$ cat src/hw/rtl/gpm_pkg.sv
`default_nettype none

package gpm_pkg;

    localparam int BYTE_W      = 8;
    localparam int ROW_W       = 32;
    localparam int OP_W        = 2;
    localparam int LEN_CFG_W   = 6;
    localparam int CFG_DATA_W  = 32;
    localparam int CFG_IDX_W   = 1;
    localparam int TABLE_DEPTH = 256;
    localparam int S_TDATA_W   = 40;
    localparam int M_TDATA_W   = 8;

    typedef enum logic [OP_W-1:0] {
        OP_LOAD  = 2'd0,
        OP_BEGIN = 2'd1,
        OP_BYTE  = 2'd2,
        OP_END   = 2'd3
    } op_t;

    typedef enum logic [CFG_IDX_W-1:0] {
        CFG_PATTERN_LENGTH = 1'd0,
        CFG_STAR_MASK      = 1'd1
    } cfg_idx_t;

    // Pattern description as seen by the NFA update logic
    typedef struct packed {
        logic [LEN_CFG_W-1:0] pattern_length;
        logic [ROW_W-1:0]     star_mask;
    } gpm_cfg_t;

endpackage

`default_nettype wire

$ cat src/hw/rtl/gpm_nfa.sv
`default_nettype none

module gpm_nfa
    import gpm_pkg::*;
#(
    parameter int MAX_POSITIONS = 32,
    localparam int N = MAX_POSITIONS + 1,
    localparam int LEN_W = $clog2(N)
) (
    input  wire gpm_cfg_t          cfg,
    input  wire logic              start,
    input  wire logic [N-1:0]      active,
    input  wire logic [ROW_W-1:0]  row,
    output logic      [N-1:0]      next_set,
    output logic                   matched
);

    localparam int EXT_W = (N > ROW_W) ? N : ROW_W;

    logic [7:0]       len_wide;
    logic [LEN_W-1:0] eff_len;
    logic [EXT_W-1:0] star_ext;
    logic [EXT_W-1:0] row_ext;
    logic [N-1:0]     live;
    logic [N-1:0]     sm;
    logic [N-1:0]     am;
    logic [N-1:0]     base;
    logic [N-1:0]     gen;
    logic [N-1:0]     sum;
    logic [N-1:0]     carry;

    always_comb
    begin
        // saturate the length at the number of positions
        len_wide = (8'(cfg.pattern_length) > 8'(MAX_POSITIONS)) ?
                   8'(MAX_POSITIONS) : 8'(cfg.pattern_length);
        eff_len  = len_wide[LEN_W-1:0];
        star_ext = EXT_W'(cfg.star_mask);
        row_ext  = EXT_W'(row);
        for (int i = 0; i < N; i++)
        begin
            live[i] = (LEN_W'(i) < eff_len);
        end
        sm = star_ext[N-1:0] & live;
        am = row_ext[N-1:0] & live;

        // stars loop on any byte, other live positions advance on a table hit
        if (start)
        begin
            base = N'(1);
        end
        else
        begin
            base = (active & sm) | ((active & ~sm & am) << 1);
        end

        // star closure as a carry chain: generate = active star, propagate = star
        gen      = base & sm;
        sum      = sm + gen;
        carry    = sum ^ sm ^ gen;
        next_set = base | carry;
    end

    assign matched = active[eff_len];

endmodule

`default_nettype wire

$ cat config.mk
export PLATFORM = sky130hd
export DESIGN_NAME = gpm_nfa
export DESIGN_NICKNAME = d
export VERILOG_FILES = /design/src/hw/rtl/gpm_pkg.sv /design/src/hw/rtl/gpm_nfa.sv
export SDC_FILE = /design/constraint.sdc
export NUM_CORES = 1
export LEC_CHECK = 0
export ABC_AREA = 0
export BUFFER_PORTS_ARGS = -buffer_cell sky130_fd_sc_hd__buf_2
export CAP_MARGIN = 20
export CORE_MARGIN = 5
export CORE_UTILIZATION = 45
export DETAILED_ROUTE_END_ITERATION = 8
export PLACE_DENSITY = 0.75
export SLEW_MARGIN = 20
export SYNTH_ARGS = -nofsm -noshare
export SYNTH_HDL_FRONTEND = slang
export SYNTH_SLANG_ARGS = --single-unit
$ cat constraint.sdc
create_clock -name vclk -period 4.9
set_clock_uncertainty 0.1 [all_clocks]
set_input_delay 0.98 -clock vclk [all_inputs]
set_output_delay 0.98 -clock vclk [all_outputs]
set_load 0.03 [all_outputs]
==> reports/metrics.yaml, run 1 <==
sta:
  total_count_of_max_transition_violations_in_the_final_report: 0
  final_min_period_over_clock_period: 1.01
  minimum_clock_period_ps: 4970
  max_slew_margin: 0.644
  timing.setup.tns_ps: -217
  setup_violations: 4
  worstMarginPinSlew_ps: 528
  maxClockFrequency_mhz: 201
  timing_hold_violations_final: 0
  fin_ws_ps: -73.1
  rsz0062_at_grt: "yes"
placed_design:
  postPlaceCellArea_um2: 4470
  pre_cts_ws_ps: -221
  numPlacedInstances: 768
  portBuffers: 138
  gp_congestion: 0.958
  place_hpwl_um: 11300
worst_setup_path:
  timing.critical_path.to_type: "output port"
  worst_setup_path_endpoint: "next_set[32]"
  startpoint_type: "input pin"
  crit_arrival_ps: 3890
  critical_path.max_stage_delay_ps: 540
  timing.critical_path.depth: 13
  cp_top_family: "compound AO/OA/AOI/OAI gates"
  critPathRequiredTime_ps: 3820
  critPathMaxFanout: 4
  startpoint: "cfg[34]"
  critical_path.cell_chain: "buf_8 > or4_4 > or3_4 > o211a_1 > ha_2 > a221oi_4 > a21oi_4 > o221ai_4 > a2111oi_4 > a21oi_2 > o31ai_2 > a32o_2 > buf_6"
  cp.buffers_inverters: 2
  critPathKind: "in -> out"
  critical-path-slowest-cell: "or4_4"
cells_and_area:
  final_design_instance_area_without_fill_um2: 4830
  layout.cells.most_common: "buf_2"
  layout.sequential_cells: 0
  fraction_of_final_layout_cells_with_drive_strength_greater_than_1: 0.417
  design.final.nets: 790
  final_cell_mix: "buf_2, buf_4, nand2_1, a21oi_1, nor2_1"
  post_layout_cell_count: 779
  num_antenna_cells: 0
  areaGrowthSynthToFinish_pct: 51.9
  nClkBuffers: 0
  final-seq-area_um2: 0
floorplanning:
  dieArea_um2: 8840
  fp.dieW_um: 94.0
  floorplan.die.height_um: 94.0
  num_io_pins: 138
  total_core_area_um2: 6830
  num_rows: 30
  initial_utilization: 0.465
synth:
  yosys.cell_types.count: 88
  avgSynthCellArea_um2: 6.50
  postSynthCellCount: 489
  synth.net_count: 594
  netlist_area_um2: 3180
  synth_warnings: 0
  yosysSeqAreaShare: 0
detailed_routing:
  route.detailed.drc: 0
  router_iterations_before_antenna_repair: 5
  drt_first_iter_violations: 424
  totalWireLength_um: 14600
  drt.antenna.violating_nets: 0
  via_count: 5013
  wl_per_cell_um: 18.8
  drt-vias-per-instance: 6.44
clock_network:
  cts_hold_buf: 0
grt:
  grt_max_degree: 24
  grt_first_pass_wirelength_um: 22100
  number_of_global_route_vias_before_repair: 4718
  grtUsageTotal: 0.299
  grt_antenna_before_repair: 0
  overflow: 0
power_and_ir_drop:
  power-per-cell-area_nw_per_um2: 103
  power.static_leakage_nw: 2.16
  power.ir.vdd_worst_v: 0.0000518
run_status:
  status: "finished with violations"
  failed_checks: "setup timing"
flow_run:
  maxCapViolCount: 0
hold_path:
  hold_class: "in -> out"
how the worst min path moves through the flow:
stage                           from            to  slack (ps)  cells after the start
final                     active[32]       matched        2270                      4
after global routing         cfg[23]  next_set[24]        2290                      4
after CTS                 active[32]       matched        2260                      4
after detailed placement  active[32]       matched        2260                      4
after global placement       cfg[23]  next_set[24]        2270                      4
after floorplan              cfg[23]  next_set[24]        2060                      2
synth_stat cells (all sizes together) (10+ instances only):
master  count  area (µm²)
o21ai      35         175
buf        23         128
a21o       10        75.1
a31oi      10        68.8
a21boi     11        82.6
inv        21        78.8
a21oi      41         213
nand2      46         173
nand2b     11        68.8
nor2       34         128
nor3       18         101
nand3      15        75.1
power by group:
group          switching, W  internal, W  total [W]
clock network             0            0          0
registers                 0            0          0
logic              0.000287     0.000208   0.000496
total              0.000287     0.000208   0.000496
cell type report:
cell class	count	area, µm²
Multi-Input combinational cell	435	3120
Timing Repair Buffer	226	1500
Fill cell	623	2000
Inverter	22	82.6
Tap cell	96	120
per-layer routing:
layer / track usage / up-vias / part of all wire
li1: - / 2346 / -
met1: 0.391 / 2344 / 0.41
met2: 0.527 / 276 / 0.48
met3: 0.0240 / 47 / 0.082
met4: 0.0698 / 0 / 0.030
met5: 0 / - / 0
kinds of logic (layout without fill, tap and decap cells):
group                    count (synthesis)  after routing  share of synthesized area
buffers and inverters                   54            248                     0.0768
multiplexers                            11             11                     0.0429
AND/OR/NAND/NOR                        194            194                      0.335
AO/OA/AOI/OAI                          228            228                      0.539
adder cells (fa/ha/maj)                  1              1                    0.00394
XOR/XNOR                                 1              1                    0.00276
what timing repair did:
action,4_1_cts,5_1_grt
gates cloned,0,0
setup endpoints to repair,13,17
setup buffers,7,4
gates resized for setup,20,50
pin swaps,11,25
through the flow:
stage / power (W) / hold WS [ps] / utilization
2_1_floorplan: 0.000264 / 2060 / -
6_report: 0.000496 / 2270 / 0.707
4_1_cts: 0.000460 / 2260 / 0.673
3_3_place_gp: 0.000439 / 2270 / 0.655
3_5_place_dp: 0.000445 / 2260 / 0.655
5_1_grt: 0.000529 / 2290 / 0.707
(Power assumes the default switching activity.)
==> inputs of run 2 (changes only) <==
PLACE_DENSITY = 0.73   (was 0.75)
clock period = 5.4 ns   (was 4.9 ns; I/O delays follow)
==> run 2 against run 1 <==
  * The run now ends clean
  * Non-clock buffer count decreased by 50
  * Cell area fell by 14%
  * Setup slack better by 180 ps
  * Combinational power fell by 23%
  * Final cell count shrank 6.4%
  * Global-route usage down 1.8 points
  * Power fell by 23%
  * Die area did not move
  * Flip-flop and latch count stayed put
  * Critical path type unchanged
==> reports/metrics.yaml, run 2 (synthesis gave the netlist of run 1 again) <==
clock_network:
  post-cts-setup-buffers: 0  # -7
sta:
  total_count_of_max_transition_violations_in_the_final_report: 0  # unchanged
  maxClockFrequency_mhz: 189
  timing_hold_violations_final: 0  # unchanged
  timing.setup.tns_ps: 0  # +217 ps
  fin_ws_ps: 104  # +177 ps
  final_min_period_over_clock_period: 0.981
  setup_violations: 0  # -4
  max_slew_margin: 0.553  # -0.0913
  worstMarginPinSlew_ps: 664  # +136 ps
  rsz0062_at_grt: "no"
  minimum_clock_period_ps: 5300
floorplanning:
  num_io_pins: 138  # unchanged
  num_rows: 30  # unchanged
  dieArea_um2: 8840  # unchanged
  fp.dieW_um: 94.0  # unchanged
  floorplan.die.height_um: 94.0  # unchanged
  total_core_area_um2: 6830  # unchanged
  initial_utilization: 0.465  # unchanged
hold_path:
  hold_class: "in -> out"
cells_and_area:
  layout.cells.most_common: "buf_2"
  design.final.nets: 740  # -6.3%
  num_antenna_cells: 0  # unchanged
  final_cell_mix: "buf_2, nand2_1, a21oi_1, buf_4, nor2_1"
  layout.sequential_cells: 0  # unchanged
  post_layout_cell_count: 729  # -6.4%
  areaGrowthSynthToFinish_pct: 30.0
  fraction_of_final_layout_cells_with_drive_strength_greater_than_1: 0.327  # -0.0903
  nClkBuffers: 0  # unchanged
  final_design_instance_area_without_fill_um2: 4130  # -14%
  final-seq-area_um2: 0  # unchanged
power_and_ir_drop:
  power.ir.vdd_worst_v: 0.0000461  # -11%
  totalPowerFinal_w: 0.000381  # -23%
  power-per-cell-area_nw_per_um2: 92.3  # -10%
  power.static_leakage_nw: 1.83  # -15%
detailed_routing:
  via_count: 4695  # -6.3%
  router_iterations_before_antenna_repair: 5  # unchanged
  totalWireLength_um: 13000  # -11%
  wl_per_cell_um: 17.9  # -5.0%
  drt_first_iter_violations: 323  # -24%
  drt-vias-per-instance: 6.44  # about the same
  drt.antenna.violating_nets: 0  # unchanged
  route.detailed.drc: 0  # unchanged
grt:
  grt_max_degree: 28  # +17%
  number_of_global_route_vias_before_repair: 4459  # -5.5%
  grt_antenna_before_repair: 0  # unchanged
  overflow: 0  # unchanged
  global_route.peak_usage_layer: "met2"
  gr-usage-met1: 0.377  # -0.0146
  grt_first_pass_wirelength_um: 20900  # -5.2%
  grtUsageTotal: 0.281  # -0.0184
  use_met3: 0.0296  # +0.00561
  met2_usage: 0.475  # -0.0520
worst_setup_path:
  crit_arrival_ps: 4120  # +230 ps
  critPathMaxFanout: 3  # -1
  critPathRequiredTime_ps: 4220  # +400 ps
  cp.buffers_inverters: 2  # unchanged
  critical_path.cell_chain: "buf_2 > or4_1 > or3_1 > o211a_1 > ha_1 > a221oi_2 > a21oi_2 > o221ai_2 > a2111oi_4 > a41oi_2 > o31ai_2 > a211o_1 > buf_2"
  critPathKind: "in -> out"
  critical_path.max_stage_delay_ps: 590  # +50 ps
  worst_setup_path_endpoint: "next_set[20]"
  timing.critical_path.depth: 13  # unchanged
  startpoint: "cfg[34]"
  worst_path_most_repeated_cell: "buf_2"
  critical-path-slowest-cell: "or4_1"
  startpoint_type: "input pin"
  timing.critical_path.to_type: "output port"
  cp_top_family: "compound AO/OA/AOI/OAI gates"
placed_design:
  portBuffers: 138  # unchanged
  postPlaceCellArea_um2: 4110  # -8.1%
  gp_congestion: 0.970  # +1.3%
  place_hpwl_um: 10800  # -4.6%
  numPlacedInstances: 729  # -5.1%
  pre_cts_ws_ps: 30.4  # +251 ps
flow_run:
  maxCapViolCount: 0  # unchanged
run_status:
  status: "complete, no violations"
run 2: changes by cell type in the layout (fill, tap and decap cells not counted), sizes merged:
cell,previous run,this run
buf,226,176
run 2: routing by layer:
metal / vias up / share of wire
met5: - / 0
met4: 0 / 0.021
met3: 24 / 0.077
met2: 238 / 0.47
met1: 2198 / 0.43
li1: 2235 / -
run 2: per-stage QoR:
step	utilization	hold slack, ps
floorplan	-	2290
global placement	0.602	2460
detailed placement	0.602	2460
CTS	0.602	2460
global route	0.605	2490
finish	0.605	2460
run 2: tightest hold or removal path: stages:
cell      delay, ps
buf_2           120
nand2_1          50
o21bai_1         60
buf_2           170
run 2: power breakdown:
part,switching [W],internal [W],total (W)
combinational,0.000236,0.000145,0.000381
sequential,0,0,0
clock,0,0,0
total,0.000236,0.000145,0.000381
run 2: how the worst min path moves through the flow:
stage / start / end / slack [ps] / depth (start not counted)
floorplan: cfg[0] / next_set[0] / 2290 / 1
global placement: cfg[23] / next_set[24] / 2460 / 4
detailed placement: cfg[23] / next_set[24] / 2460 / 4
CTS: cfg[23] / next_set[24] / 2460 / 4
global route: cfg[23] / next_set[24] / 2490 / 4
finish: cfg[23] / next_set[24] / 2460 / 4
run 2: final cells by class:
cell class,instances,area (µm²)
fillers,703,2700
repair buffers,176,976
well taps,96,120
multi-input cells,435,2950
inverters,22,82.6
run 2: timing repair:
item / 4_1_cts / 5_1_grt
setup endpoints to repair: 0 / 6
resized for setup: 0 / 3
hold buffers: 0 / 0
==> inputs of run 3 (changes only) <==
GPL_TIMING_DRIVEN = 0   (was unset)
REMOVE_ABC_BUFFERS = 1   (was unset)
SLEW_MARGIN = 40   (was 20)
==> run 3 against run 2 <==
  * Global-route usage is 2.6 points lower
  * Die area stayed put
  * Non-clock buffer count is 30 lower
  * Final cell count is 4.1% lower
  * Flip-flop and latch count did not move
  * Power shrank 1.3%
  * Critical path type unchanged
  * Largest power group unchanged
==> reports/metrics.yaml, run 3 (synthesis gave the netlist of run 1 again) <==
power_and_ir_drop:
  power.static_leakage_nw: 1.75  # -4.4%
  power.ir.vdd_worst_v: 0.0000521  # +13%
  power-per-cell-area_nw_per_um2: 92.3  # about the same
  totalPowerFinal_w: 0.000376  # -1.3%
sta:
  final_min_period_over_clock_period: 0.986  # +0.00565
  fin_ws_ps: 73.4  # -30.5 ps
  setup_violations: 0  # unchanged
  minimum_clock_period_ps: 5330  # +30.5 ps
  max_slew_margin: 0.561  # +0.00835
  hold_slack_ps: 2470  # +6.60 ps
  timing_hold_violations_final: 0  # unchanged
  maxClockFrequency_mhz: 188  # -0.57%
  worstMarginPinSlew_ps: 653  # -11.4 ps
  total_count_of_max_transition_violations_in_the_final_report: 0  # unchanged
worst_setup_path:
  startpoint_type: "input pin"
  timing.critical_path.to_type: "output port"
  critPathRequiredTime_ps: 4220  # about the same
  critPathMaxFanout: 20  # +17
  startpoint: "cfg[35]"
  critPathKind: "in -> out"
  crit_arrival_ps: 4150  # +30 ps
placed_design:
  gp_congestion: 0.911  # -6.0%
  place_hpwl_um: 9280  # -14%
  pre_cts_ws_ps: -489  # -519 ps
  portBuffers: 138  # unchanged
floorplanning:
  initial_utilization: 0.465  # unchanged
  fp.dieW_um: 94.0  # unchanged
  num_io_pins: 138  # unchanged
  dieArea_um2: 8840  # unchanged
  floorplan.die.height_um: 94.0  # unchanged
  num_rows: 30  # unchanged
  total_core_area_um2: 6830  # unchanged
cells_and_area:
  layout.cells.most_common: "buf_2"
  final_cell_mix: "buf_2, nand2_1, a21oi_1, nor2_1, o21ai_0"
  final_core_util: 0.597  # -0.00842
  final-seq-area_um2: 0  # unchanged
  layout.sequential_cells: 0  # unchanged
  areaGrowthSynthToFinish_pct: 28.2
  num_antenna_cells: 0  # unchanged
  fraction_of_final_layout_cells_with_drive_strength_greater_than_1: 0.305  # -0.0219
  design.final.nets: 710  # -4.1%
  nClkBuffers: 0  # unchanged
  num-fill-cells: 735  # +4.6%
grt:
  grt_antenna_before_repair: 0  # unchanged
  grt_max_degree: 58  # +110%
  overflow: 0  # unchanged
  grtUsageTotal: 0.254  # -0.0263
  number_of_global_route_vias_before_repair: 4088  # -8.3%
  grt_first_pass_wirelength_um: 19000  # -9.4%
flow_run:
  maxCapViolCount: 0  # unchanged
hold_path:
  hold_class: "in -> out"
  worst_hold_startpoint: "active[32]"
detailed_routing:
  totalWireLength_um: 12700  # -2.1%
  wl_per_cell_um: 18.2  # +2.1%
  drt-vias-per-instance: 6.51  # +1.1%
  drt_first_iter_violations: 419  # +30%
  route.detailed.drc: 0  # unchanged
  drt.antenna.violating_nets: 0  # unchanged
  via_count: 4553  # -3.0%
  router_iterations_before_antenna_repair: 6  # +1
run_status:
  status: "complete, no violations"
## run 3: through the flow
| step | setup TNS [ps] | cell area [µm²] | instances |
|---|---|---|---|
| final | 0 | 4080 | 699 |
| after global routing | -27.1 | 4080 | 699 |
| after CTS | 0 | 3900 | 696 |
| after detailed placement | -3650 | 3830 | 691 |
| after global placement | -9240 | 3830 | 691 |
| after floorplan | 0 | 3020 | 457 |
## run 3: what timing repair did
| item | CTS | global route |
|---|---|---|
| pin swaps | 3 | 9 |
| hold endpoints to repair | 0 | 0 |
| buffers inserted | 5 | 1 |
| gates cloned | 0 | 2 |
| endpoints found under the setup margin | 16 | 13 |
| gates resized for setup | 10 | 31 |
| hold buffers | 0 | 0 |
## run 3: critical path, cell delays in order
cell and delay, ps:
buf_16 140, or4_4 550, or3_4 410, o211a_1 140
ha_2 180, a221oi_2 250, a21oi_2 120, o221ai_2 250
a2111oi_4 150, a41oi_2 280, o31ai_2 110, a211o_1 300
buf_6 150
## run 3: cell type report
| type | count | area, µm² | area share |
|---|---|---|---|
| multi-input cells | 435 | 2980 | 0.730 |
| repair buffers | 146 | 883 | 0.217 |
| well taps | 96 | 120 | 0.0295 |
| inverters | 22 | 95.1 | 0.0233 |
## run 3: final timing paths
kind,to,slack [ps],depth (start not counted)
hold / removal,matched,2470,4
setup / recovery,next_set[20],70,13
## run 3: power breakdown
group          switching, W  leakage (nW)  internal, W
Combinational      0.000234          1.75     0.000142
Sequential                0             0            0
Clock                     0             0            0
## run 3: layer usage
metal  global-route usage  wire [µm]
met1                0.344       5120
met2                0.446       6270
met3               0.0192       1230
met4               0.0361        113
met5                    0          0
